<file path="config.mk">
export PLATFORM = sky130hd
export DESIGN_NAME = sunk_front
export DESIGN_NICKNAME = d
export VERILOG_FILES = /design/src/design/sunk_pkg.sv /design/src/design/sunk_front.sv
export SDC_FILE = /design/constraint.sdc
export NUM_CORES = 1
export LEC_CHECK = 0
export BUFFER_PORTS_ARGS = -buffer_cell sky130_fd_sc_hd__buf_4
export CAP_MARGIN = 25
export CORE_ASPECT_RATIO = 2
export CORE_MARGIN = 2
export CORE_UTILIZATION = 55
export CTS_CLUSTER_DIAMETER = 40
export DETAILED_ROUTE_END_ITERATION = 8
export HOLD_SLACK_MARGIN = 0.1
export MAX_ROUTING_LAYER = met4
export PLACE_DENSITY = 0.84
export SLEW_MARGIN = 20
export SYNTH_ARGS = -nofsm -noshare
export SYNTH_HDL_FRONTEND = slang
export SYNTH_SLANG_ARGS = --single-unit
export TNS_END_PERCENT = 30
</file>
<file path="constraint.sdc">
create_clock -name clk -period 4.55 [get_ports clk]
set_input_delay 0.91 -clock clk [delete_from_list [all_inputs] [get_ports clk]]
set_output_delay 0.91 -clock clk [all_outputs]
set_load 0.02 [all_outputs]
</file>
<file path="src/design/sunk_pkg.sv">
`default_nettype none
package sunk_pkg;

  localparam int MAX_ENTRIES = 64;
  localparam int IDX_W = $clog2(MAX_ENTRIES);
  localparam int CNT_W = $clog2(MAX_ENTRIES + 1);
  localparam int SRC_W = 20;
  localparam int TGT_W = 20;
  localparam int DIST_W = 32;
  localparam int LIM_W = 7;
  localparam int DATA_W = SRC_W + TGT_W + DIST_W;
  localparam int QUEUE_DEPTH = 4;
  localparam int QPTR_W = $clog2(QUEUE_DEPTH);
  localparam int QCNT_W = $clog2(QUEUE_DEPTH + 1);

  typedef struct packed {
    logic [TGT_W-1:0]  tgt;
    logic [DIST_W-1:0] sq_dist;
    logic [SRC_W-1:0]  src;
  } entry_t;

  typedef struct packed {
    entry_t ent;
    logic   last;
  } item_t;

  // Sort order: target, then distance, then source, all unsigned.
  function automatic logic key_lt(entry_t a, entry_t b);
    return a < b;
  endfunction

endpackage
`default_nettype wire

</file>
<file path="src/design/sunk_front.sv">
`default_nettype none
module sunk_front (
  input  wire logic            clk,
  input  wire logic            rst_n,
  input  wire logic            in_tvalid,
  output logic                 in_tready,
  input  wire logic [71:0]     in_tdata,
  input  wire logic            in_tlast,
  output logic                 q_valid,
  output sunk_pkg::item_t      q_item,
  input  wire logic            q_pop
);
  import sunk_pkg::*;

  item_t             mem_r [QUEUE_DEPTH];
  logic [QPTR_W-1:0] wr_ptr_r, wr_ptr_nxt;
  logic [QPTR_W-1:0] rd_ptr_r, rd_ptr_nxt;
  logic [QCNT_W-1:0] cnt_r, cnt_nxt;
  logic              push;
  logic              pop;
  item_t             new_item;

  // Unpack the incoming transaction into an item.
  always_comb begin
    new_item.ent.src     = in_tdata[SRC_W-1:0];
    new_item.ent.tgt     = in_tdata[SRC_W+TGT_W-1:SRC_W];
    new_item.ent.sq_dist = in_tdata[DATA_W-1:SRC_W+TGT_W];
    new_item.last        = in_tlast;
  end

  assign in_tready = (cnt_r != QCNT_W'(QUEUE_DEPTH));
  assign push      = in_tvalid && in_tready;
  assign q_valid   = (cnt_r != '0);
  assign pop       = q_pop && q_valid;
  assign q_item    = mem_r[rd_ptr_r];

  // Queue pointers and fill count.
  always_comb begin
    wr_ptr_nxt = push ? wr_ptr_r + 1'b1 : wr_ptr_r;
    rd_ptr_nxt = pop ? rd_ptr_r + 1'b1 : rd_ptr_r;
    cnt_nxt    = cnt_r + QCNT_W'(push) - QCNT_W'(pop);
  end

  always_ff @(posedge clk) begin
    if (!rst_n) begin
      wr_ptr_r <= '0;
      rd_ptr_r <= '0;
      cnt_r    <= '0;
    end else begin
      wr_ptr_r <= wr_ptr_nxt;
      rd_ptr_r <= rd_ptr_nxt;
      cnt_r    <= cnt_nxt;
    end
  end

  // Queue storage.
  always_ff @(posedge clk) begin
    if (push) begin
      mem_r[wr_ptr_r] <= new_item;
    end
  end

endmodule
`default_nettype wire

</file>
==> key figures, run 1 <==
Placement
  – Dpl cell area: 12500 um2
  – Routability cong.: 0.737
  – Post-detail-place hpwl: 12.5 mm
  – Dpl ws: 1390 ps
  – PortBufs: 151
  – Dpl cells: 831

GRT
  – First-pass GRT wire length: 30.7 mm
  – Initial antenna violation count: 0
  – GRT overflow: 0
  – Vias in the first global route: 5560
  – Largest net degree at the start of global routing: 74
  – Global Route Usage Sum: 19.8%

Clock tree
  – CTS Buf Count: 24
  – H-tree levels: 1
  – CTS root buf: clkbuf_16
  – Count of cells resized by post-cts repair: 0
  – Clock Pin Slew Worst Setup and Hold Paths: 70 ps
  – Clock tree buffer depth: 3
  – Clock sinks: 301
  – Clk_lat worst skew: 520 ps
  – # hold bufs at CTS: 0
  – Postcts setup bufs: 0
  – CTS tree: done

Hold path
  – Min-delay src: wr_ptr_r[0]$_SDFFE_PN0P_
  – Worst Hold Path Cells: 2
  – Worst hold endpoint: wr_ptr_r[0]$_SDFFE_PN0P_
  – Hold crit path type: flop to flop

Die
  – Core Region: 19800 um2
  – Die Wd: 104 um
  – Die Y: 205 um
  – Row count: 73
  – Die ar.: 21400 um2
  – Io pins: 152
  – Initial Util: 55.9%

Yosys
  – Post-synthesis net count: 513
  – Post-synthesis cell area: 11100 um2
  – Post-synthesis sequential area ratio: 80.8%
  – Yosys warning count: 0
  – Count of cell types in the netlist: 21
  – Post-Synthesis Cells: 429
  – Mapped Avg Cell Area: 25.8 um2
  – Ys flop type: edfxtp_1
  – Number of synthesized flops with an enable pin: 292
  – Area share of the largest cell type after synthesis: 79.2%
  – Top cells by area, synth: edfxtp_1 79%, mux4_2 15%, dfxtp_1 1.6%, buf_12 1.3%, ha_1 0.68%
  – Synth area leader: edfxtp_1
  – Ys async rst share: 0%
  – Synth Register Bits: 301

STA
  – RSZ-0062 raised after global routing: no
  – Final cycle utilization of the critical path: 75.1%
  – Fmax: 293 MHz
  – Fin crit period: 3420 ps
  – Max-slew violation count: 0
  – Setup Skew: 11.8 ps
  – Setup violations, final: 0
  – Max-slew headroom: 53.3%
  – Slew @ Worst Pin: 700 ps
  – Hold WS: 554 ps
  – Final Hold Viols: 0
  – PnR worst setup slack: 1130 ps
  – Setup TNS: 0 ps

Critical path
  – Delay of the slowest critical-path stage: 800 ps
  – Critical path class: flop to primary output
  – Worst-path fanout max: 33
  – Critical Path Start Type: flop
  – Crit path capture type: primary output
  – Crit path buf inv count: 2
  – CP dominant cell by count: buf_4
  – Arr. time, crit path: 2510 ps
  – Worst reg2reg path startpoint: cnt_r[1]$_SDFF_PN0_
  – Cell Chain, Critical Path: buf_4 -> mux4_2 -> buf_4
  – Slowest cell on the critical path: dfxtp_4
  – Worst reg2reg endpoint: cnt_r[2]$_SDFF_PN0_
  – Worst EP required: 3640 ps
  – R2r setup slk: 1820 ps
  – Cell family with most CP delay: flip-flops
  – Reg2Reg Depth: 11

Status
  – Status: finished clean

Flow run
  – Max-Cap Viols: 0

Cells and area
  – Layout area overhead: 20.3%
  – Share of layout cells above drive strength 1: 44.3%
  – Number of diodes: 0
  – Fin area: 13300 um2
  – Post-route insts no fill: 876
  – Nets@finish: 680

Detailed routing
  – Drt wl/cell: 23.0 um
  – # DRC: 0
  – Iter 0 DRT Violations: 347
  – Detailed-route via count: 4942
  – Antenna Nets Post-Route: 0
  – Pre-antenna DRT Iters: 6
  – WL final: 20.2 mm
  – Avg Vias per Cell: 5.64

Power and ir drop
  – Pwr/cell area: 572 nW/um2
  – Pleak: 4.46 nW
  – Worst VDD drop: 0.446 mV
cell type report:
class / count / area (um2)
clock buffers: 33 / 666
clock inverters: 11 / 155
fillers: 1271 / 6500
inverters: 5 / 18.8
multi-input cells: 106 / 1920
flip-flops and latches: 301 / 8960
well taps: 262 / 328
repair buffers: 158 / 1280
worst max path at each step:
stage | from | to | slack (ps) | depth (start not counted)
finish | flop | q_item[52] | 1130 | 3
global route | flop | q_item[52] | 940 | 3
CTS | flop | q_item[57] | 1020 | 3
detailed placement | in_tvalid | cnt_r[2]$_SDFF_PN0_ | 1390 | 11
global placement | in_tvalid | cnt_r[2]$_SDFF_PN0_ | 1590 | 11
floorplan | in_tvalid | mem_r[0][0]$_DFFE_PP_ | 1060 | 2
where the power goes:
group / switching (mW) / internal [mW] / total, mW / leakage [nW]
Clock: 0.907 / 1.25 / 2.16 / 0.399
Sequential: 0.171 / 3.36 / 3.53 / 2.75
Combinational: 0.985 / 0.937 / 1.92 / 1.31
Total: 2.06 / 5.55 / 7.61 / 4.46
routing by layer:
layer | global-route usage (%) | wire length (um)
met1 | 21.9 | 7210
met2 | 35.4 | 11200
met3 | 2.83 | 957
met4 | 8.83 | 751
met5 | - | 0
cell usage in the layout, fill, tap and decap left out, drive strengths merged:
cell type / synthesis / final
xnor2: 4 / 4
nand2: 5 / 5
clkinvlp: 0 / 1
o311ai: 1 / 1
fa: 1 / 1
or3: 1 / 1
mux2i: 2 / 2
edfxtp: 292 / 292
inv: 5 / 5
ha: 6 / 6
buf: 15 / 158
dfxtp: 9 / 9
nor2: 1 / 1
a21boi: 1 / 1
o31a: 1 / 1
mux4: 73 / 73
bufinv: 0 / 4
clkinv: 0 / 6
and2: 7 / 7
nor2b: 3 / 3
clkbuf: 2 / 33
cells by family (layout without fill, tap and decap cells):
logic type	count (synthesis)	after routing	share of synthesized area [%]
buf+inv	22	207	1.93
compound gates	3	3	0.226
simple gates	17	17	0.825
xor+xnor	4	4	0.316
fa+ha+maj	7	7	0.859
flops	301	301	80.8
mux	75	75	15.0
through the flow:
step	total power, mW	util [%]
2_1_floorplan	4.85	-
3_3_place_gp	5.45	62.5
3_5_place_dp	5.54	63.0
4_1_cts	7.70	67.1
5_1_grt	7.89	67.2
6_report	7.61	67.2
state kept, by name (all words and copies together) (netlist names), named ones only:
name,count
rd_ptr_r,2
wr_ptr_r,2
cnt_r,3
mem_r,292
synthesized netlist by cell type, types with 2 or more instances:
library cell  instances
xnor2_1               4
and2_1                7
buf_12                7
buf_2                 7
dfxtp_1               9
inv_1                 5
ha_1                  6
mux2i_1               2
nand2_1               5
edfxtp_1            292
mux4_2               73
nor2b_1               3
worst reg2reg max path: cells and delay by family, from the launching register on:
family | cells | cell delay [ps]
xor+xnor | 2 | 280
buf+inv | 3 | 260
compound gates | 1 | 520
flops | 1 | 460
fa+ha+maj | 3 | 850
simple gates | 2 | 280
(Power assumes the default switching activity.)
==> run 2: changes to the inputs <==
Settings changed: CORE_UTILIZATION 55 to 51, PLACE_DENSITY 0.84 to 0.82.
Clock period 4.55 ns to 2.8 ns, I/O delays scaled along.
==> key figures, run 2 (same netlist as run 1, synthesis figures left out) <==
Clock tree
  – Clock Pin Slew Worst Setup and Hold Paths: 70 ps
  – CTS Buf Count: 25
  – Count of cells resized by post-cts repair: 0
  – CTS tree: done
  – Clk_lat worst skew: 520 ps
  – CTS root buf: clkbuf_16
  – Clock tree buffer depth: 3
  – Clock sinks: 301
  – Postcts setup bufs: 0
  – H-tree levels: 1
  – # hold bufs at CTS: 0

STA
  – Fmax: 374 MHz
  – Final cycle utilization of the critical path: 95.6%
  – Setup Skew: 6.94 ps
  – Final Hold Viols: 0
  – Max-slew violation count: 0
  – RSZ-0062 raised after global routing: no
  – Slew @ Worst Pin: 503 ps
  – PnR worst setup slack: 124 ps
  – Setup violations, final: 0
  – Max-slew headroom: 66.5%
  – Hold WS: 241 ps
  – Fin crit period: 2680 ps

Detailed routing
  – Iter 0 DRT Violations: 232
  – # DRC: 0
  – Antenna Nets Post-Route: 0
  – Drt wl/cell: 22.9 um
  – WL final: 20.5 mm
  – Detailed-route via count: 4860
  – Avg Vias per Cell: 5.42
  – Pre-antenna DRT Iters: 4

GRT
  – Routing usage on met1: 19.2%
  – First-pass GRT wire length: 30.8 mm
  – Vias in the first global route: 5472
  – Met2 GRT Util: 35.4%
  – Largest net degree at the start of global routing: 49
  – Global Route Usage Sum: 18.9%
  – Met3 GRT Util: 3.16%
  – Initial antenna violation count: 3
  – GRT overflow: 0
  – Grt peak-use layer: met2

Cells and area
  – Share of layout cells above drive strength 1: 45.6%
  – Max FFs per register: 292
  – Layout area overhead: 21.8%
  – Top Registers: mem_r x292, cnt_r x3
  – Most common cell after layout, fill and taps aside: edfxtp_1
  – Post-route insts no fill: 897
  – Nets@finish: 689
  – Utilization after layout: 63.0%
  – Most flops, register: mem_r
  – Highest-count cells in the layout ignoring fill and taps: 292 x edfxtp_1, 157 x buf_4, 73 x mux4_2, 25 x clkbuf_16, 9 x buf_12

Critical path
  – Delay of the slowest critical-path stage: 620 ps
  – Cell family with most CP delay: buffers and inverters
  – Slowest cell on the critical path: mux4_2
  – Cell Chain, Critical Path: buf_4 -> mux4_2 -> buf_4
  – CP dominant cell by count: buf_4
  – Arr. time, crit path: 2120 ps
  – Crit path capture type: primary output
  – Critical path class: flop to primary output
  – Critical Path Start Type: flop
  – Crit path buf inv count: 2
  – Worst EP required: 2240 ps
  – Worst-path fanout max: 25

Power and ir drop
  – Pleak: 4.54 nW
  – Pwr/cell area: 933 nW/um2
  – Total power draw: 12.6 mW
  – Worst VDD drop: 0.714 mV

Die
  – Row count: 76
  – Io pins: 152
  – Die ar.: 23000 um2
  – Die Y: 212 um
  – Core Region: 21400 um2
  – Initial Util: 51.8%
  – Die Wd: 108 um

Placement
  – Dpl ws: 376 ps
  – Routability cong.: 0.786
  – Post-detail-place hpwl: 13.4 mm
  – Dpl cells: 851
  – PortBufs: 151

Hold path
  – Hold crit path type: input pin to flop

Status
  – Status: finished clean

Flow run
  – Max-Cap Viols: 0
## run 2: changes by cell type in the layout (fill, tap and decap cells not counted), sizes merged
cell / change
buf: +8
bufinv: +2
clkbuf: -6
clkinv: +3
clkinvlp: -1
diode: +3
inv: +1
## run 2: layer usage
metal | wire, um | vias up | part of all wire (%)
li1 | - | 2177 | -
met4 | 604 | 0 | 2.9
met1 | 6770 | 2516 | 33
met5 | 0 | - | 0
met3 | 940 | 28 | 4.6
met2 | 12200 | 139 | 59
## run 2: where the power goes
| part | internal [mW] | switching [mW] | leakage, nW |
|---|---|---|---|
| sequential | 5.46 | 0.156 | 2.75 |
| combinational | 1.55 | 1.73 | 1.36 |
| clock | 2.20 | 1.48 | 0.434 |
## run 2: path summary, 6_finish.rpt
kind | from | endpoint | slack, ps | cells after the start
worst max register to register | cnt_r[1]$_SDFF_PN0_ | cnt_r[2]$_SDFF_PN0_ | 460 | 11
worst max-delay path | flop | q_item[9] | 120 | 3
worst min-delay path | in_tdata[60] | mem_r[3][41]$_DFFE_PP_ | 240 | 1
worst min register to register | wr_ptr_r[0]$_SDFFE_PN0P_ | wr_ptr_r[0]$_SDFFE_PN0P_ | 520 | 2
## run 2: stage by stage
step / setup TNS [ps] / cell area [um2]
floorplan: -49970 / 11100
global placement: 0 / 12600
detailed placement: 0 / 12600
CTS: 0 / 13500
global route: 0 / 13500
finish: 0 / 13500
## run 2: area by class of cell
cell class	instances	area [um2]
antenna	3	7.51
timing repair buffer	166	1360
fill	1432	7910
clock buffer	27	633
tap	273	342
inverter	5	18.8
multi-input combinational	106	1920
sequential	301	8960
clock inverter	16	253
==> run 3: changes to the inputs <==
Settings changed: CTS_BUF_LIST from default to sky130_fd_sc_hd__clkbuf_8 sky130_fd_sc_hd__clkbuf_16.
==> key figures, run 3 (same netlist as run 1, synthesis figures left out) <==
Status
  – Status: finished clean

Critical path
  – Worst EP required: 2240 ps
  – Cell Chain, Critical Path: buf_4 -> mux4_2 -> buf_4
  – Crit path capture type: primary output
  – Delay of the slowest critical-path stage: 620 ps
  – Worst-path fanout max: 25
  – Slowest cell on the critical path: mux4_2
  – Arr. time, crit path: 2120 ps
  – Critical path class: flop to primary output
  – Critical Path Start Type: flop
  – CP dominant cell by count: buf_4

Cells and area
  – Utilization after layout: 63.0%
  – Highest-count cells in the layout ignoring fill and taps: 292 x edfxtp_1, 157 x buf_4, 73 x mux4_2, 25 x clkbuf_16, 9 x buf_12
  – Most flops, register: mem_r
  – Share of layout cells above drive strength 1: 45.6%
  – Multi-input gate area: 1920 um2
  – Fillers: 1432
  – Most common cell after layout, fill and taps aside: edfxtp_1
  – Nets@finish: 689
  – Layout area overhead: 21.8%
  – Sequential Area: 8960 um2
  – Top Registers: mem_r x292, cnt_r x3
  – Fin area: 13500 um2
  – Post-route insts no fill: 897
  – Max FFs per register: 292

STA
  – Fmax: 374 MHz
  – Fin crit period: 2680 ps
  – Hold WS: 239 ps
  – Max-slew headroom: 66.5%
  – Final Hold Viols: 0
  – Slew @ Worst Pin: 503 ps
  – Final cycle utilization of the critical path: 95.6%
  – PnR worst setup slack: 123 ps
  – Setup Skew: 7.12 ps
  – RSZ-0062 raised after global routing: no
  – Max-slew violation count: 0
  – Setup TNS: 0 ps
  – Setup violations, final: 0

Clock tree
  – CTS tree: done
  – # hold bufs at CTS: 0
  – Clock tree buffer depth: 3
  – Postcts setup bufs: 0
  – Clock Pin Slew Worst Setup and Hold Paths: 70 ps
  – CTS Buf Count: 25
  – CTS root buf: clkbuf_16
  – Clk_lat worst skew: 520 ps
  – Clock sinks: 301
  – Count of cells resized by post-cts repair: 0
  – H-tree levels: 1

Power and ir drop
  – Total power draw: 12.6 mW
  – Worst VDD drop: 0.714 mV
  – Pwr/cell area: 932 nW/um2
  – Pleak: 4.55 nW

Die
  – Die Wd: 108 um
  – Die Y: 212 um
  – Initial Util: 51.8%
  – Die ar.: 23000 um2
  – Io pins: 152
  – Row count: 76
  – Core Region: 21400 um2

Detailed routing
  – WL final: 20.5 mm
  – Pre-antenna DRT Iters: 4
  – Iter 0 DRT Violations: 241
  – # DRC: 0
  – Antenna Nets Post-Route: 0
  – Drt wl/cell: 22.8 um
  – Avg Vias per Cell: 5.43
  – Detailed-route via count: 4868

Flow run
  – Max-Cap Viols: 0

GRT
  – Initial antenna violation count: 3
  – GRT overflow: 0
  – Global Route Usage Sum: 18.9%
  – Largest net degree at the start of global routing: 49
  – Vias in the first global route: 5472
  – First-pass GRT wire length: 30.8 mm

Placement
  – Post-detail-place hpwl: 13.4 mm
  – PortBufs: 151
  – Dpl ws: 376 ps
  – Dpl cell area: 12600 um2
  – Routability cong.: 0.786
  – Dpl cells: 851

Hold path
  – Hold crit path type: input pin to flop
[run 3: cell count changes in the layout (fill, tap and decap cells not counted), sizes merged]
cell	before	now
clkbuf	27	25
inv	6	8
[run 3: per-layer routing]
layer | part of all wire, % | routed length [um] | track usage (%) | vias up
met5 | 0 | 0 | - | -
met4 | 3.3 | 673 | 7.60 | 0
met3 | 4.6 | 938 | 3.16 | 30
met2 | 59 | 12100 | 35.4 | 135
met1 | 33 | 6780 | 19.2 | 2526
li1 | - | - | - | 2177
[run 3: power breakdown]
group	total (mW)	internal, mW	switching, mW
logic	3.29	1.55	1.73
registers	5.61	5.46	0.156
clock network	3.68	2.19	1.48
total	12.6	9.21	3.37
[run 3: worst paths after layout]
| kind | slack (ps) | cells past startpoint | startpoint | end |
|---|---|---|---|---|
| min reg2reg | 520 | 2 | wr_ptr_r[0]$_SDFFE_PN0P_ | wr_ptr_r[0]$_SDFFE_PN0P_ |
| max reg2reg | 460 | 11 | cnt_r[1]$_SDFF_PN0_ | cnt_r[2]$_SDFF_PN0_ |
| min | 240 | 1 | in_tdata[60] | mem_r[3][41]$_DFFE_PP_ |
| max | 120 | 3 | flop | q_item[9] |
[run 3: critical path: cells and delay by family, from the launching register on]
kind | cells | cell delay [ps]
buffers and inverters | 2 | 620
DFF | 1 | 360
muxes | 1 | 620
[run 3: final cells by class]
class	count	area share (%)
flip-flops and latches	301	66.4
multi-input cells	106	14.2
repair buffers	166	10.1
clock buffers	25	4.64
well taps	273	2.53
clock inverters	18	1.93
inverters	5	0.139
diodes	3	0.0557
